## config.mk

```make
export PLATFORM = sky130hd
export DESIGN_NAME = parallel_io_port_registers_core
export DESIGN_NICKNAME = d
export VERILOG_FILES = /design/src/hw/rtl/pio_pkg.sv /design/src/hw/rtl/pio_decode.sv /design/src/hw/rtl/parallel_io_port_registers_core.sv
export SDC_FILE = /design/constraint.sdc
export NUM_CORES = 1
export LEC_CHECK = 0
export ABC_AREA = 1
export BUFFER_PORTS_ARGS = -buffer_cell sky130_fd_sc_hd__buf_2
export CELL_PAD_IN_SITES_DETAIL_PLACEMENT = 1
export CELL_PAD_IN_SITES_GLOBAL_PLACEMENT = 2
export CORE_MARGIN = 2
export CORE_UTILIZATION = 30
export CTS_CLUSTER_SIZE = 28
export DETAILED_ROUTE_END_ITERATION = 6
export GPL_TIMING_DRIVEN = 0
export HOLD_SLACK_MARGIN = 0.12
export PLACE_DENSITY_LB_ADDON = 0.1
export SYNTH_ARGS = -nofsm -noshare
export SYNTH_HDL_FRONTEND = slang
export SYNTH_HIERARCHICAL = 1
export SYNTH_SLANG_ARGS = --single-unit
```

## constraint.sdc

```tcl
create_clock -name clk -period 2.1 [get_ports clk]
set_clock_uncertainty 0.15 [all_clocks]
set_input_delay 0 -clock clk [delete_from_list [all_inputs] [get_ports clk]]
set_output_delay 0 -clock clk [all_outputs]
set_load 0.005 [all_outputs]
```

## src/hw/rtl/pio_pkg.sv

```systemverilog
// ----------------------------------------------------------------------------
// pio_pkg: shared types and constants of the parallel I/O port registers
// Register map offsets, the register state bundle and the field widths.
// ----------------------------------------------------------------------------
package pio_pkg;

    localparam int unsigned AddrWidth = 7;
    localparam int unsigned DataWidth = 8;
    localparam int unsigned BitSelWidth = 3;

    // Command codes
    localparam logic CMD_READ  = 1'b0;
    localparam logic CMD_WRITE = 1'b1;

    // Register map
    localparam logic [AddrWidth-1:0] ADDR_PORT_A = 7'h20;
    localparam logic [AddrWidth-1:0] ADDR_PORT_B = 7'h21;
    localparam logic [AddrWidth-1:0] ADDR_DIR_A  = 7'h22;
    localparam logic [AddrWidth-1:0] ADDR_DIR_B  = 7'h23;
    localparam logic [AddrWidth-1:0] ADDR_MODE   = 7'h24;
    localparam logic [AddrWidth-1:0] ADDR_LAST   = 7'h24;

    // Single-bit window: 0x00-0x1F
    localparam int unsigned BitPortSel = 3;   // address bit choosing port B
    localparam int unsigned BitSetSel  = 4;   // address bit choosing set vs clear

    localparam logic [DataWidth-1:0] READ_ALL_ONES = 8'hFF;

    typedef logic [DataWidth-1:0] byte_t;

    typedef struct packed {
        byte_t latch_a;
        byte_t latch_b;
        byte_t direction_a;
        byte_t direction_b;
        byte_t mode;
    } pio_regs_t;

    // Output drive: latch on output pins, high on input pins
    function automatic byte_t drive_of(byte_t latch, byte_t dir);
        return (latch & dir) | ~dir;
    endfunction

endpackage

```

## src/hw/rtl/pio_decode.sv

```systemverilog
// ----------------------------------------------------------------------------
// pio_decode: register access decode
// Computes the next register state, the read byte and the bad-address flag
// for one bus request.
// ----------------------------------------------------------------------------
module pio_decode
(
    input  logic                            command,
    input  logic [pio_pkg::AddrWidth-1:0]   address,
    input  pio_pkg::byte_t                  write_data,
    input  pio_pkg::byte_t                  port_a_pins,
    input  pio_pkg::byte_t                  port_b_pins,
    input  pio_pkg::pio_regs_t              regs,
    output pio_pkg::pio_regs_t              regs_next,
    output pio_pkg::byte_t                  read_data,
    output logic                            bad_address
);
    import pio_pkg::*;

    logic                   in_bit_window;
    logic [BitSelWidth-1:0] bit_sel;
    logic                   port_b_sel;
    byte_t                  bit_mask;
    byte_t                  sel_pins;
    byte_t                  sel_latch;
    byte_t                  sel_latch_new;

    assign bad_address   = (address > ADDR_LAST);
    assign in_bit_window = (address < ADDR_PORT_A);
    assign bit_sel       = address[BitSelWidth-1:0];
    assign port_b_sel    = address[BitPortSel];
    assign bit_mask      = byte_t'(1) << bit_sel;
    assign sel_pins      = port_b_sel ? port_b_pins : port_a_pins;
    assign sel_latch     = port_b_sel ? regs.latch_b : regs.latch_a;
    assign sel_latch_new = address[BitSetSel] ? (sel_latch | bit_mask)
                                              : (sel_latch & ~bit_mask);

    always_comb
    begin
        regs_next = regs;
        read_data = '0;
        if (bad_address)
        begin
            read_data = READ_ALL_ONES;
        end
        else if (command == CMD_READ)
        begin
            priority if (address == ADDR_PORT_A)
                read_data = port_a_pins;
            else if (address == ADDR_PORT_B)
                read_data = port_b_pins;
            else if (in_bit_window)
                read_data = {sel_pins[bit_sel], {(DataWidth-1){1'b0}}};
            else
                read_data = READ_ALL_ONES;
        end
        else
        begin
            priority if (address == ADDR_PORT_A)
                regs_next.latch_a = write_data;
            else if (address == ADDR_PORT_B)
                regs_next.latch_b = write_data;
            else if (address == ADDR_DIR_A)
                regs_next.direction_a = write_data;
            else if (address == ADDR_DIR_B)
                regs_next.direction_b = write_data;
            else if (address == ADDR_MODE)
                regs_next.mode = write_data;
            else if (port_b_sel)
                regs_next.latch_b = sel_latch_new;
            else
                regs_next.latch_a = sel_latch_new;
        end
    end

endmodule

```

## src/hw/rtl/parallel_io_port_registers_core.sv

```systemverilog
// ----------------------------------------------------------------------------
// parallel_io_port_registers_core: two-port 8-bit parallel I/O register file
// Bus-side register block with output latches, direction and mode registers.
// ----------------------------------------------------------------------------
// Usage:
//   Input channel (in_valid/in_ready) carries one bus request: command
//   (0 read, 1 write), 7-bit address, write byte and the current levels on
//   the port A and port B pins. Output channel (out_valid/out_ready) returns
//   one result per request: the read byte, both port drive bytes as they
//   stand after the request, and a flag for addresses above 0x24.
//   The result is registered and appears in the cycle after the request is accepted.
//   Throughput: one request per cycle unless stalled; decode is a single
//   pass of logic between the request ports and the result register, and
//   the register state updates in that same edge so the next request sees it.
//   Reset: latches, directions and mode clear (all pins inputs, so both
//   drive bytes read 0xFF once written back), and the result register is
//   emptied.
//   Stall: while a result waits with out_ready low, in_ready drops and the
//   result holds; a request is taken again in the cycle the result leaves.
//   The mode register is stored but the block always runs in basic mode.
// ----------------------------------------------------------------------------
module parallel_io_port_registers_core
(
    input  logic                            clk,
    input  logic                            rst_n,
    input  logic                            in_valid,
    output logic                            in_ready,
    input  logic                            command,
    input  logic [pio_pkg::AddrWidth-1:0]   address,
    input  pio_pkg::byte_t                  write_data,
    input  pio_pkg::byte_t                  port_a_pins,
    input  pio_pkg::byte_t                  port_b_pins,
    output logic                            out_valid,
    input  logic                            out_ready,
    output pio_pkg::byte_t                  read_data,
    output pio_pkg::byte_t                  port_a_drive,
    output pio_pkg::byte_t                  port_b_drive,
    output logic                            bad_address
);
    import pio_pkg::*;

    pio_regs_t regs_reg;
    pio_regs_t regs_next;
    byte_t     rd_next;
    logic      bad_next;
    logic      accept;

    logic      out_valid_reg;
    byte_t     read_data_reg;
    byte_t     drive_a_reg;
    byte_t     drive_b_reg;
    logic      bad_reg;

    // Take a new request whenever the result slot is empty or draining
    assign in_ready = !out_valid_reg || out_ready;
    assign accept   = in_valid && in_ready;

    pio_decode u_decode
    (
        .command     (command),
        .address     (address),
        .write_data  (write_data),
        .port_a_pins (port_a_pins),
        .port_b_pins (port_b_pins),
        .regs        (regs_reg),
        .regs_next   (regs_next),
        .read_data   (rd_next),
        .bad_address (bad_next)
    );

    // Register state: advance only on an accepted request
    always_ff @(posedge clk or negedge rst_n)
    begin
        if (!rst_n)
        begin
            regs_reg <= '0;
        end
        else if (accept)
        begin
            regs_reg <= regs_next;
        end
    end

    // Result valid flag
    always_ff @(posedge clk or negedge rst_n)
    begin
        if (!rst_n)
        begin
            out_valid_reg <= 1'b0;
        end
        else if (in_ready)
        begin
            out_valid_reg <= in_valid;
        end
    end

    // Result payload: load with the request, hold while stalled
    always_ff @(posedge clk)
    begin
        if (accept)
        begin
            read_data_reg <= rd_next;
            drive_a_reg   <= drive_of(regs_next.latch_a, regs_next.direction_a);
            drive_b_reg   <= drive_of(regs_next.latch_b, regs_next.direction_b);
            bad_reg       <= bad_next;
        end
    end

    assign out_valid    = out_valid_reg;
    assign read_data    = read_data_reg;
    assign port_a_drive = drive_a_reg;
    assign port_b_drive = drive_b_reg;
    assign bad_address  = bad_reg;

endmodule

```

# Word level (Yosys, flattened, before mapping)

Index checks and enable logic that the tools add are counted.

Latch bits: 0
Memory bits (writable): 0
Logic and storage cells: 63
Bits in read-only memories: 0
Memories kept: 0
Input bits: 36
Flip-flop bits (word level): 66

Mux-type cells: 26
Equal/unequal tests: 5
Reductions and logical operators: 4
Add/sub/neg operators: 0
Shift-type cells: 1
Multiply operators: 0
Divide/modulo/power cells: 0
Bitwise logic cells: 14
Order comparisons: 3

Operators with widths:

| kind                  | count |
|---|---|
| $mux W8               | 16 |
| $mux W40              | 2 |
| $mux W16              | 4 |
| $eq A7 B6 Y1 const B  | 5 |
| $mux W32              | 1 |
| $and A8 B8 Y8         | 3 |
| $mux W24              | 1 |
| $not A8 Y8            | 3 |
| $or A8 B8 Y8          | 3 |
| $reduce_and A8 Y1     | 1 |
| $shl A1 B3 Y8 const A | 1 |
| $gt A7 B6 Y1 const B  | 1 |
| $lt A7 B6 Y1 const B  | 1 |
| $not A1 Y1            | 5 |
| $lt A3 B4 Y1 const B  | 1 |
| $bmux W1 S3           | 1 |
| $logic_and A1 B1 Y1   | 1 |
| $logic_not A1 Y1      | 1 |
| $logic_or A1 B1 Y1    | 1 |
| $mux W1               | 1 |

# Depth between registers and ports, before layout

Word-level depth: 14
Mapped depth: 14
Depth with buffers taken out: 13

# Hierarchy

Netlist, hierarchy kept.

Modules (own cells, without submodules):

| module                          | cells each | times used | area each (µm²) | sequential area each (µm²) |
|---|---|---|---|---|
| parallel_io_port_registers_core | 236        | 1          | 2531.2          | 1776.7 |
| pio_decode                      | 321        | 1          | 1515.2          | 0.0 |

# Worst setup path after synthesis

OpenSTA, ideal clock, no wires.

Kind: register to register
From: register out_valid_reg (netlist: out_valid)
To: register bad_reg (netlist: bad_address) (enable)
Slack: 0.347 ns
Cell stages (with the launch flop): 5
Setup time: 0.380 ns
Buffers on the path: 1
Data arrival time: 1.223 ns
Path through: dfrtp_1 -> nand2_4 -> nand2_4 -> buf_6 -> inv_1

Longest elaborated chain between the ends: 3

RTL lines:

| element                | RTL line                               | text |
|---|---|---|
| from (decl)            | parallel_io_port_registers_core.sv:48  | `logic out_valid_reg;` |
| from (signal assigned) | parallel_io_port_registers_core.sv:93  | `out_valid_reg <= in_valid;` |
| $logic_not A1 Y1       | parallel_io_port_registers_core.sv:55  | `assign in_ready = !out_valid_reg \|\| out_ready;` |
| $logic_or A1 B1 Y1     | parallel_io_port_registers_core.sv:55  |  |
| $logic_and A1 B1 Y1    | parallel_io_port_registers_core.sv:56  | `assign accept = in_valid && in_ready;` |
| named net accept       | parallel_io_port_registers_core.sv:46  | `logic accept;` |
| to (signal assigned)   | parallel_io_port_registers_core.sv:105 | `bad_reg <= bad_next;` |
| to (decl)              | parallel_io_port_registers_core.sv:52  | `logic bad_reg;` |

The timed path passes the listed nets, and every way through them passes these cells.
A chain may end at the register's enable or synchronous reset.

# Final worst setup path

From: input port address[4] in the netlist's numbering
To: register read_data_reg[5] (netlist: read_data[5]) (data pin)

Longest elaborated chain between the ends: 5
Elaborated cells between the ends (all ways): 8

RTL lines:

| element              | RTL line                               | text |
|---|---|---|
| from (decl)          | parallel_io_port_registers_core.sv:29  | `input logic [pio_pkg::AddrWidth-1:0] address,` |
| $lt A7 B6 Y1         | pio_decode.sv:29                       | `assign in_bit_window = (address < ADDR_PORT_A);` |
| $mux W8              | pio_decode.sv:52                       | `else if (in_bit_window)` |
| $mux W8              | pio_decode.sv:50                       | `else if (address == ADDR_PORT_B)` |
| $mux W8              | pio_decode.sv:48                       | `priority if (address == ADDR_PORT_A)` |
| $mux W8              | pio_decode.sv:46                       | `else if (command == CMD_READ)` |
| to (signal assigned) | parallel_io_port_registers_core.sv:102 | `read_data_reg <= rd_next;` |
| to (decl)            | parallel_io_port_registers_core.sv:49  | `byte_t read_data_reg;` |

Several ways; a longest one is shown, not always the timed one.

==> impl_metrics.tcl <==
set metrics [dict create \
    antenna_cells 0 \
    grt_start_max_net_pins 34 \
    synthCells 507 \
    clkSinkCount 58 \
    numCtsBuffers 9 \
    required_ns 2.02 \
    cp-startpoint "address[4]" \
    worst_slack_ns 0.113 \
    hp-start "port_b_pins[7]" \
    tritoncts "done" \
    r2r-start "out_valid$_DFFE_PN0P_" \
    grt-ovfl-total 0 \
    place.detailed.hpwl_um 9280 \
    rsz0062_at_grt "yes" \
    drt_drc_violations_left 0 \
    largest_register_ffs 32 \
    cts_max_level 3 \
    ioPinCount 63 \
    grtUsageMet2_pct 35.9 \
    root_buffer "clkbuf_16" \
    die_h_um 114 \
    gr-max-usage-layer "met2" \
    post_cts_buffers 0 \
    synth.avg_cell_area_um2 7.22 \
    finalCritPeriodShare_pct 94.6 \
    rrSetupSlack_ns 0.18 \
    place_congestion 0.805 \
    grt_first_pass_wirelength_um 21400 \
    clk_latency_ns 0.34 \
    vias_per_cell 4.89 \
    use_met3_pct 3.12 \
    timing_worst_setup_path_type "in2reg" \
    routed_wl_um 13300 \
    max_slew.worst_pin.slew_ns 0.875 \
    use_met1_pct 28.4 \
    initial_core_util_pct 30.6 \
    hold_viol 0 \
    p_int_mw 2.59 \
    r2r-end "port_a_drive[1]$_DFFE_PP_" \
    grt_pass1_vias 4010 \
    power_density_mw_per_mm2 774 \
    final_layout_size_suffix_gt1_share_pct 20.2 \
    p_leak_nw 2.24 \
    hold_depth 5 \
    dieArea_mm2 0.0131 \
    core.rowCount 40 \
    power_switching_mw 1.14 \
    final_common_cell "nand2_1" \
    start_kind "input port" \
    areaGrowthSynthToFinish_pct 31.8 \
    max_freq_ghz 0.503 \
    p_sw_share_pct 30.5 \
    drtIter0Drc 164 \
    hold_path.class "in2reg" \
    synthesis.area_mm2 0.00366 \
    track_usage_pct 21.7 \
    ir_drop_v 0.000513 \
    min_to "read_data[7]$_DFFE_PP_" \
    die_w_um 114 \
    final_antenna_net_count 0 \
    clockBufferDepth 2 \
    critPathArrivalTime_ns 1.90 \
    slew_violations 0 \
    r2r_cells 4 \
    numPortBuffers 60 \
    syn_nets 543 \
    num_vias 3740 \
    fin_nets 649 \
    slew_headroom_pct 41.7 \
    combinationalPowerShare_pct 21.4 \
    place_area_mm2 0.00414 \
    path_clk_slew_ns 0.05 \
    end_kind "flip-flop" \
    dr.pass1.iters 4 \
    clkPwrFrac_pct 41.2 \
    maxCapViolations 0 \
    min_period_ns 1.99 \
    mostFrequentLayoutCells "180 x nand2_1, 68 x buf_2, 62 x inv_1" \
    antenna_found_initial 0 \
    wl_per_cell_um 17.3 \
    place_ws_ns -0.157 \
    yosys_warnings 6 \
    setup_violations 0 \
    core_area_mm2 0.0120 \
    seqPwrFrac_pct 37.5 \
    design_area_mm2 0.00482 \
    crit_path_max_fanout 10 \
    outcome "finished clean" \
]
[routing by layer]
metal | routed length [um] | vias up | share of wire, %
met3 | 288 | 18 | 2.2
met4 | 297 | 0 | 2.2
met1 | 6410 | 1830 | 48
li1 | - | 1839 | -
met2 | 6270 | 53 | 47
met5 | 0 | - | 0
[worst max-delay path by stage]
stage	end	slack, ns	cells past startpoint
2_1_floorplan	bad_address$_DFFE_PP_	0.36	4
3_3_place_gp	port_a_drive[7]$_DFFE_PP_	-0.12	12
3_5_place_dp	port_a_drive[5]$_DFFE_PP_	-0.16	12
4_1_cts	read_data[7]$_DFFE_PP_	0.02	13
5_1_grt	read_data[5]$_DFFE_PP_	-0.03	11
6_report	read_data[5]$_DFFE_PP_	0.11	11
[metrics by stage]
step | util, % | power (mW) | hold WS [ns] | TNS [ns] | instances
after floorplan | - | 1.89 | -0.446 | 0 | 507
after global routing | 40.3 | 3.95 | 0.203 | -0.0336 | 765
after CTS | 40.3 | 3.78 | 0.188 | 0 | 766
after global placement | 34.6 | 2.14 | 0.0236 | -2.28 | 714
final | 40.3 | 3.73 | 0.0447 | 0 | 765
after detailed placement | 34.6 | 2.17 | 0.0182 | -4.78 | 714
[power groups by stage]
stage                     registers, mW  clock network (mW)  logic (mW)
after floorplan                    1.39                   0       0.499
after global placement             1.42                   0       0.722
after detailed placement           1.42                   0       0.746
after CTS                          1.40                1.57       0.804
after global routing               1.42                1.61       0.916
final                              1.40                1.54       0.797
[cell type report]
| type | instances | area, um2 |
|---|---|---|
| multi-input cells | 354 | 1660 |
| clock inverters | 4 | 50.0 |
| inverters | 69 | 268 |
| clock buffers | 12 | 256 |
| fillers | 1496 | 7140 |
| well taps | 147 | 184 |
| flip-flops and latches | 58 | 1580 |
| plain buffers | 26 | 179 |
| repair buffers | 95 | 651 |
[critical path: stages]
cell and delay [ns]:
buf_2 0.15, inv_2 0.12, nand3_2 0.10, nor2_2 0.15, inv_1 0.10, nor2_4 0.18
buf_8 0.18, inv_2 0.10, o21ai_1 0.16, dlygate4sd3_1 0.58, o21ai_0 0.09
[what timing repair did]
action	in CTS	in global routing
pin swaps	0	1
endpoints found under the hold margin	91	0
endpoints found under the setup margin	25	8
hold buffers	36	0
gates resized for setup	1	6
Note: power is estimated with default switching activity, not from simulation.
